## src/rtl/b64sc_pkg.sv

```systemverilog
package b64sc_pkg;

    // mode register codes
    localparam logic MODE_ENCODE = 1'b0;
    localparam logic MODE_DECODE = 1'b1;

    localparam logic [7:0] PAD_CHAR = 8'h3D;

    // job queue geometry
    localparam int QUEUE_DEPTH = 4;
    localparam int QUEUE_AW    = $clog2(QUEUE_DEPTH);

    // standard alphabet, first character in the top byte
    localparam logic [8*64-1:0] ALPHABET =
        "ABCDEFGHIJKLMNOPQRSTUVWXYZabcdefghijklmnopqrstuvwxyz0123456789+/";

    // one group's worth of output beats
    typedef struct packed {
        logic [3:0][7:0] bytes;   // beat 0 in bytes[0]
        logic [2:0]      nres;    // beats in this job, 1 to 4
        logic            last;    // final beat closes the stream
        logic            empty;   // marker beat, no byte carried
        logic            bad;     // bad character seen in this stream
    } t_job;

    // queue status seen by the input handshake and the back end
    typedef struct packed {
        logic full;
        logic avail;
    } t_q_stat;

    // decoded character
    typedef struct packed {
        logic       ok;
        logic [5:0] val;
    } t_dec;

    function automatic logic [7:0] enc_char(input logic [5:0] idx);
        logic [8:0] pos;
        pos = {6'd63 - idx, 3'b000};
        return ALPHABET[pos +: 8];
    endfunction

    function automatic t_dec dec_char(input logic [7:0] c);
        t_dec       d;
        logic [7:0] t;
        d.ok  = 1'b1;
        t     = 8'd0;
        if (c inside {[8'h41:8'h5A]}) begin
            t = c - 8'd65;
        end else if (c inside {[8'h61:8'h7A]}) begin
            t = c - 8'd71;
        end else if (c inside {[8'h30:8'h39]}) begin
            t = c + 8'd4;
        end else if (c == 8'h2B) begin
            t = 8'd62;
        end else if (c == 8'h2F) begin
            t = 8'd63;
        end else begin
            d.ok = 1'b0;
        end
        d.val = t[5:0];
        return d;
    endfunction

endpackage

```

## src/rtl/b64sc_front.sv

```systemverilog
module b64sc_front (
    input  logic              i_clk,
    input  logic              i_rst_n,
    input  logic              i_cfg_wr_en,
    input  logic              i_cfg_wr_data,
    input  logic              i_fire,
    input  logic [7:0]        i_byte,
    input  logic              i_last,
    output logic              o_push,
    output b64sc_pkg::t_job   o_job
);
    import b64sc_pkg::*;

    logic        r_mode, n_mode;
    logic [23:0] r_bits, n_bits;
    logic [1:0]  r_count, n_count;
    logic [2:0]  r_pad, n_pad;
    logic        r_err, n_err;

    // group state
    always_ff @(posedge i_clk) begin
        if (!i_rst_n) begin
            r_mode  <= MODE_ENCODE;
            r_bits  <= 24'd0;
            r_count <= 2'd0;
            r_pad   <= 3'd0;
            r_err   <= 1'b0;
        end else begin
            r_mode  <= n_mode;
            r_bits  <= n_bits;
            r_count <= n_count;
            r_pad   <= n_pad;
            r_err   <= n_err;
        end
    end

    logic [2:0]  k;
    logic [23:0] nbits;
    logic [23:0] g;
    logic        flush;
    t_dec        d;
    logic        is_pad;
    logic [5:0]  v;
    logic [2:0]  pad_nx;
    logic        err_nx;
    logic [2:0]  nonpad;
    logic [2:0]  nb;

    // classify the beat and build the job
    always_comb begin
        n_mode  = r_mode;
        n_bits  = r_bits;
        n_count = r_count;
        n_pad   = r_pad;
        n_err   = r_err;
        o_push  = 1'b0;
        o_job   = '0;
        k       = {1'b0, r_count} + 3'd1;
        d       = dec_char(i_byte);
        is_pad  = (i_byte == PAD_CHAR);
        v       = (is_pad || !d.ok) ? 6'd0 : d.val;
        pad_nx  = r_pad + {2'b00, is_pad};
        err_nx  = r_err | (!is_pad && !d.ok);
        nbits   = 24'd0;
        g       = 24'd0;
        flush   = 1'b0;
        nonpad  = 3'd0;
        nb      = 3'd0;

        if (r_mode == MODE_ENCODE) begin
            if (k > 3'd3) k = 3'd3;
            nbits = {r_bits[15:0], i_byte};
            flush = (k == 3'd3) || i_last;
            case (k)
                3'd1:    g = {nbits[7:0], 16'd0};
                3'd2:    g = {nbits[15:0], 8'd0};
                default: g = nbits;
            endcase
            o_job.bytes[0] = enc_char(g[23:18]);
            o_job.bytes[1] = enc_char(g[17:12]);
            o_job.bytes[2] = (k == 3'd1) ? PAD_CHAR : enc_char(g[11:6]);
            o_job.bytes[3] = (k <= 3'd2) ? PAD_CHAR : enc_char(g[5:0]);
            o_job.nres     = 3'd4;
            o_job.last     = i_last;
            o_job.bad      = r_err;
            if (i_fire) begin
                o_push = flush;
                if (flush) begin
                    n_bits  = 24'd0;
                    n_count = 2'd0;
                end else begin
                    n_bits  = nbits;
                    n_count = k[1:0];
                end
            end
        end else begin
            nbits = {r_bits[17:0], v};
            flush = (k == 3'd4) || i_last;
            case (k)
                3'd1:    g = {nbits[5:0], 18'd0};
                3'd2:    g = {nbits[11:0], 12'd0};
                3'd3:    g = {nbits[17:0], 6'd0};
                default: g = nbits;
            endcase
            nonpad = k - pad_nx;
            nb     = (nonpad > 3'd1) ? nonpad - 3'd1 : 3'd0;
            o_job.bad = err_nx;
            o_job.last = i_last;
            if (nb != 3'd0) begin
                o_job.bytes[0] = g[23:16];
                o_job.bytes[1] = g[15:8];
                o_job.bytes[2] = g[7:0];
                o_job.nres     = nb;
            end else begin
                o_job.nres  = 3'd1;
                o_job.empty = 1'b1;
            end
            if (i_fire) begin
                o_push = flush && ((nb != 3'd0) || i_last);
                if (flush) begin
                    n_bits  = 24'd0;
                    n_count = 2'd0;
                    n_pad   = 3'd0;
                    n_err   = i_last ? 1'b0 : err_nx;
                end else begin
                    n_bits  = nbits;
                    n_count = k[1:0];
                    n_pad   = pad_nx;
                    n_err   = err_nx;
                end
            end
        end

        // a mode write starts a new stream
        if (i_cfg_wr_en) begin
            n_mode  = i_cfg_wr_data;
            n_bits  = 24'd0;
            n_count = 2'd0;
            n_pad   = 3'd0;
            n_err   = 1'b0;
        end
    end

endmodule

```

## src/rtl/b64sc_queue.sv

```systemverilog
module b64sc_queue (
    input  logic              i_clk,
    input  logic              i_rst_n,
    input  logic              i_push,
    input  b64sc_pkg::t_job   i_job,
    input  logic              i_pop,
    output b64sc_pkg::t_job   o_head,
    output b64sc_pkg::t_q_stat o_stat
);
    import b64sc_pkg::*;

    t_job                r_mem [QUEUE_DEPTH];
    logic [QUEUE_AW-1:0] r_wr_ptr;
    logic [QUEUE_AW-1:0] r_rd_ptr;
    logic [QUEUE_AW:0]   r_used;

    logic do_push;
    logic do_pop;

    assign o_stat.full  = (r_used == (QUEUE_AW+1)'(QUEUE_DEPTH));
    assign o_stat.avail = (r_used != '0);
    assign do_push      = i_push && !o_stat.full;
    assign do_pop       = i_pop && o_stat.avail;
    assign o_head       = r_mem[r_rd_ptr];

    // job storage
    always_ff @(posedge i_clk) begin
        if (do_push) begin
            r_mem[r_wr_ptr] <= i_job;
        end
    end

    // pointers and fill level
    always_ff @(posedge i_clk) begin
        if (!i_rst_n) begin
            r_wr_ptr <= '0;
            r_rd_ptr <= '0;
            r_used   <= '0;
        end else begin
            if (do_push) r_wr_ptr <= r_wr_ptr + 1'b1;
            if (do_pop)  r_rd_ptr <= r_rd_ptr + 1'b1;
            case ({do_push, do_pop})
                2'b10:   r_used <= r_used + 1'b1;
                2'b01:   r_used <= r_used - 1'b1;
                default: r_used <= r_used;
            endcase
        end
    end

endmodule

```

## src/rtl/b64sc_back.sv

```systemverilog
module b64sc_back (
    input  logic               i_clk,
    input  logic               i_rst_n,
    input  b64sc_pkg::t_job    i_head,
    input  b64sc_pkg::t_q_stat i_stat,
    output logic               o_pop,
    output logic               o_m_tvalid,
    input  logic               i_m_tready,
    output logic [7:0]         o_m_tdata,
    output logic               o_m_tlast,
    output logic [1:0]         o_m_tuser
);
    import b64sc_pkg::*;

    logic       r_busy;
    t_job       r_job;
    logic [1:0] r_idx;

    logic beat_done;
    logic final_beat;
    logic load;

    assign beat_done  = r_busy && i_m_tready;
    assign final_beat = ({1'b0, r_idx} == (r_job.nres - 3'd1));
    assign load       = !r_busy || (beat_done && final_beat);
    assign o_pop      = load && i_stat.avail;

    // working job and beat index
    always_ff @(posedge i_clk) begin
        if (!i_rst_n) begin
            r_busy <= 1'b0;
            r_idx  <= 2'd0;
        end else if (o_pop) begin
            r_busy <= 1'b1;
            r_idx  <= 2'd0;
        end else if (load) begin
            r_busy <= 1'b0;
        end else if (beat_done) begin
            r_idx  <= r_idx + 2'd1;
        end
    end

    always_ff @(posedge i_clk) begin
        if (o_pop) begin
            r_job <= i_head;
        end
    end

    // output beat
    assign o_m_tvalid = r_busy;
    assign o_m_tdata  = r_job.bytes[r_idx];
    assign o_m_tlast  = r_job.last && final_beat;
    assign o_m_tuser  = {r_job.bad, r_job.empty};

endmodule

```

## src/rtl/base64_stream_codec.sv

```systemverilog
// channel   dir  handshake              payload
// s         in   i_s_tvalid/o_s_tready  tdata: in_byte; tlast: in_last
// m         out  o_m_tvalid/i_m_tready  tdata: out_byte; tlast: out_last;
//                                       tuser: out_empty, bad_char
// cfg       in   i_cfg_wr_en            i_cfg_wr_data: mode
//
// one input beat per cycle is taken while the four-entry job queue has room
// the back end sends one output beat per cycle while it holds a job and the
// sink is ready, so encoding sustains four output beats per three input
// beats and the output port sets the pace
// reset is synchronous, active low; either side may stall without loss
module base64_stream_codec (
    input  logic       i_clk,
    input  logic       i_rst_n,
    input  logic       i_cfg_wr_en,
    input  logic       i_cfg_wr_data,
    input  logic       i_s_tvalid,
    output logic       o_s_tready,
    input  logic [7:0] i_s_tdata,    // [7:0] in_byte
    input  logic       i_s_tlast,
    output logic       o_m_tvalid,
    input  logic       i_m_tready,
    output logic [7:0] o_m_tdata,    // [7:0] out_byte
    output logic       o_m_tlast,
    output logic [1:0] o_m_tuser     // [0] out_empty, [1] bad_char
);
    import b64sc_pkg::*;

    t_job    w_push_job;
    t_job    w_head;
    t_q_stat w_stat;
    logic    w_push;
    logic    w_pop;
    logic    w_fire;

    assign o_s_tready = !w_stat.full;
    assign w_fire     = i_s_tvalid && o_s_tready;

    // input side: group assembly and job build
    b64sc_front u_front (
        .i_clk         (i_clk),
        .i_rst_n       (i_rst_n),
        .i_cfg_wr_en   (i_cfg_wr_en),
        .i_cfg_wr_data (i_cfg_wr_data),
        .i_fire        (w_fire),
        .i_byte        (i_s_tdata),
        .i_last        (i_s_tlast),
        .o_push        (w_push),
        .o_job         (w_push_job)
    );

    // job queue between the two sides
    b64sc_queue u_queue (
        .i_clk   (i_clk),
        .i_rst_n (i_rst_n),
        .i_push  (w_push),
        .i_job   (w_push_job),
        .i_pop   (w_pop),
        .o_head  (w_head),
        .o_stat  (w_stat)
    );

    // output side: job to beats
    b64sc_back u_back (
        .i_clk      (i_clk),
        .i_rst_n    (i_rst_n),
        .i_head     (w_head),
        .i_stat     (w_stat),
        .o_pop      (w_pop),
        .o_m_tvalid (o_m_tvalid),
        .i_m_tready (i_m_tready),
        .o_m_tdata  (o_m_tdata),
        .o_m_tlast  (o_m_tlast),
        .o_m_tuser  (o_m_tuser)
    );

endmodule
```

## config.mk

```make
export PLATFORM = sky130hd
export DESIGN_NAME = base64_stream_codec
export DESIGN_NICKNAME = d
export VERILOG_FILES = /design/src/rtl/b64sc_pkg.sv /design/src/rtl/b64sc_front.sv /design/src/rtl/b64sc_queue.sv /design/src/rtl/b64sc_back.sv /design/src/rtl/base64_stream_codec.sv
export SDC_FILE = /design/constraint.sdc
export NUM_CORES = 1
export LEC_CHECK = 0
export BUFFER_PORTS_ARGS = -buffer_cell sky130_fd_sc_hd__buf_2
export CORE_ASPECT_RATIO = 1.2
export CORE_MARGIN = 4
export CORE_UTILIZATION = 68
export DETAILED_ROUTE_END_ITERATION = 10
export MAX_ROUTING_LAYER = met4
export PLACE_DENSITY = 0.89
export SETUP_SLACK_MARGIN = 0.3
export SYNTH_ARGS = -nofsm -noshare
export SYNTH_HDL_FRONTEND = slang
export SYNTH_SLANG_ARGS = --single-unit
export TNS_END_PERCENT = 5
```

## constraint.sdc

```tcl
create_clock -name i_clk -period 13.65 [get_ports i_clk]
set_input_delay 2.73 -clock i_clk [delete_from_list [all_inputs] [get_ports i_clk]]
set_output_delay 2.73 -clock i_clk [all_outputs]
set_load 0.005 [all_outputs]
```

==> flow_metrics.env <==
export IMPL_dpl_hpwl_um=20080
export IMPL_path_cells="buf_2 > nor4bb_1 > buf_4 > nand3_1 > inv_1 > ha_1 > ha_1 > inv_1 > fa_1 > inv_1 > ha_1 > xnor3_1 > nor2_1 > o21ai_1 > inv_1 > ha_1 > inv_1 > fa_1 > xor2_1 > or3_1 > a21boi_0"
export IMPL_utilization_pct=75.00
export IMPL_die_w_um=127.7
export IMPL_num_rows=52
export IMPL_cts_resized=0
export IMPL_min_period_ns=7.031
export IMPL_tns_ns=0
export IMPL_antennaDiodeCount=0
export IMPL_syn_inst=970
export IMPL_cts_buffer_depth=3
export IMPL_min_path_type="reg2reg"
export IMPL_grt_max_degree=47
export IMPL_slew_violations=0
export IMPL_cts_setup_buffers=0
export IMPL_rsz0062_at_grt="no"
export IMPL_drive_above_1_share_pct=14.48
export IMPL_area_growth_pct=8.113
export IMPL_startpoint_type="primary input"
export IMPL_max_slew_margin_pct=26.04
export IMPL_n_fill_cell=1015
export IMPL_slowest_stage="xnor3_1"
export IMPL_crit_fanout=17
export IMPL_netlist_area_mm2=0.01169
export IMPL_wl_per_cell_um=25.02
export IMPL_critPathBufInv=7
export IMPL_seq_area_frac_synth_pct=53.52
export IMPL_dr_pass1_iters=8
export IMPL_synth_flop_cell="edfxtp_1"
export IMPL_fin_worst_skew_ns=0.02082
export IMPL_cts_clk_slew_worst_paths_ns=0.06
export IMPL_seq_area_mm2=0.006257
export IMPL_cts_tree="built"
export IMPL_dieArea_mm2=0.01936
export IMPL_outcome="finished clean"
export IMPL_async_flop_share_pct=0
export IMPL_maxCapViolCount=0
export IMPL_nets=1031
export IMPL_p_leak_nw=4.347
export IMPL_slowest_delay_ns=0.46
export IMPL_cts_buffers_inserted=21
export IMPL_initial_core_util_pct=69.37
export IMPL_tritoncts_num_sinks=220
export IMPL_portBuffers=27
export IMPL_grt_pass1_vias=8063
export IMPL_vias=8500
export IMPL_synth_area_per_cell_um2=12.05
export IMPL_insertion_delay_ns=0.49
export IMPL_synth_distinct_cells=78
export IMPL_die_h_um=151.6
export IMPL_drt_total_wl_um=29950
export IMPL_whs_ns=0.4945
export IMPL_ant_nets=0
export IMPL_setup_viol=0
export IMPL_cts_max_level=1
export IMPL_cts_hold_buf=0
export IMPL_syn_nets=1034
export IMPL_place_gp_congestion=1.030
export IMPL_multi_input_area_mm2=0.004985
export IMPL_drc=0
export IMPL_via_per_inst=7.101
export IMPL_total_power_mw=1.884
export IMPL_cp_common_cell="inv_1"
export IMPL_critical_path_arrival_ns=7.42
export IMPL_antenna_found_initial=0
export IMPL_overflow=0
export IMPL_crit_type="in2reg"
export IMPL_fmax_ghz=0.1422
export IMPL_track_usage_pct=32.34
export IMPL_critPathTopFamily="adder cells"
export IMPL_yosysWarnings=0
export IMPL_p_per_area_mw_per_mm2=149.1
export IMPL_cts_root_buf="clkbuf_16"
export IMPL_critPathRequiredTime_ns=14.04
export IMPL_ir_drop_v=0.00009882
export IMPL_grt_pass1_wl_um=46710
export IMPL_hold_violations=0
export IMPL_tightest_slew_ns=1.107
export IMPL_io_pins=28
export IMPL_critPathCaptureType="flop"
export IMPL_drt_iter0_markers=1372
export IMPL_synth_edf_count=185
export IMPL_ys_seq_elements=220
export IMPL_post_route_period_util_pct=51.51
export IMPL_coreArea_mm2=0.01685
==> worst paths after layout <==
check,cells after the start,slack [ns],startpoint,endpoint
hold / removal,2,0.49,u_front.r_bits[17],u_front.r_bits[17]
setup reg to reg,15,9.08,u_front.r_count[1],u_queue.r_used[2]
setup / recovery,21,6.62,i_s_tdata[4],u_queue.r_used[2]
hold reg to reg,2,0.49,u_front.r_bits[17],u_front.r_bits[17]
==> synth_stat cells, types with 6 or more instances <==
cell type	number	area share (%)
o21ai_0	42	1.8
mux2i_1	14	1.2
a31oi_1	24	1.3
nand4_1	6	0.32
inv_1	52	1.7
nand3_1	29	1.2
clkbuf_1	35	1.1
o211ai_1	13	0.83
nor3_1	17	0.73
xor2_1	9	0.67
mux4_2	44	8.5
and2_1	14	0.75
nand2b_1	8	0.43
o221ai_1	6	0.45
a221oi_1	8	0.60
a21oi_1	57	2.4
xnor2_1	10	0.75
nand2_1	86	2.8
nor2b_1	15	0.80
nor3b_1	7	0.45
o22ai_1	13	0.70
nor2_1	38	1.2
edfxtp_1	185	48
buf_2	12	0.51
a21o_1	10	0.64
buf_1	12	0.39
dfxtp_1	35	6.0
a22o_1	9	0.67
ha_1	47	5.0
==> worst reg2reg max path, cell delays in order, from the launching register on <==
cell and delay, ns:
dfxtp_1 0.72, inv_1 0.27, ha_1 0.40, fa_1 0.47
inv_1 0.11, ha_1 0.22, xnor3_1 0.46, nor2_1 0.15
o21ai_1 0.22, inv_1 0.11, ha_1 0.19, inv_1 0.06
fa_1 0.38, xor2_1 0.16, or3_1 0.32, a21boi_0 0.22
==> kinds of logic after synthesis <==
group,synth area share [%]
xor gates and xnor gates,1.755
DFF,53.52
adders and majority gates,5.373
and+or+nand+nor,11.10
AOI/OAI and AO/OA,14.30
muxes,9.965
buffers and inverters,3.992
==> power by group <==
group	internal (mW)	switching (mW)
logic	0.161	0.221
clock network	0.366	0.236
registers	0.854	0.0471
==> metal layers <==
metal	up-vias	global-route usage, %	wire (µm)
met2	576	55.01	14970
met1	4097	41.31	10860
met3	119	3.682	2786
li1	3708	-	-
met5	-	-	0
met4	0	10.30	1339
==> flip-flops by register name (all words and copies together), names as in the netlist <==
signal and cells:
u_queue.r_rd_ptr 2, u_queue.r_wr_ptr 2, u_front.r_err 1, u_back.r_job 35, u_back.o_m_tvalid 1, u_queue.r_used 3
u_back.o_m_tuser 2, u_front.r_mode 1, u_front.r_pad 3, u_queue.r_mem 148, u_front.r_bits 18, u_front.r_count 2
u_back.r_idx 2
==> per-stage QoR <==
stage / setup WS [ns] / area [µm²] / instances
2_1_floorplan: 6.833 / 11690 / 970
6_report: 6.619 / 12640 / 1197
5_1_grt: 6.382 / 12640 / 1197
4_1_cts: 6.685 / 12640 / 1197
3_3_place_gp: 6.511 / 11930 / 1160
3_5_place_dp: 6.282 / 11930 / 1160
==> final cells by class <==
type                    instances  share of cell area, %
clock buffers                  28                  4.445
well taps                     216                  2.138
repair buffers                 38                  1.723
multi-input cells             634                  39.44
clock inverters                 9                  1.198
flip-flops and latches        220                  49.51
inverters                      52                  1.544
==> cell usage in the layout (no fill, tap or decap), types with 6 or more instances in the layout <==
| cell type | synthesis | layout |
|---|---|---|
| xor2_1 | 9 | 9 |
| edfxtp_1 | 185 | 185 |
| a31oi_1 | 24 | 24 |
| a21oi_1 | 57 | 57 |
| nor3_1 | 17 | 16 |
| a21o_1 | 10 | 10 |
| o221ai_1 | 6 | 6 |
| mux4_2 | 44 | 44 |
| nor2b_1 | 15 | 14 |
| buf_4 | 4 | 11 |
| ha_1 | 47 | 47 |
| o211ai_1 | 13 | 13 |
| inv_1 | 52 | 52 |
| and2_1 | 14 | 10 |
| buf_2 | 12 | 27 |
| nand2_1 | 86 | 86 |
| nor3b_1 | 7 | 7 |
| nand3_1 | 29 | 29 |
| nand4_1 | 6 | 6 |
| a221oi_1 | 8 | 8 |
| clkbuf_16 | 0 | 21 |
| o22ai_1 | 13 | 13 |
| xnor2_1 | 10 | 10 |
| clkbuf_1 | 35 | 6 |
| nand2b_1 | 8 | 8 |
| mux2i_1 | 14 | 14 |
| o21ai_0 | 42 | 42 |
| dfxtp_1 | 35 | 34 |
| a22o_1 | 9 | 9 |
| nor2_1 | 38 | 38 |
(Power assumes the default switching activity.)
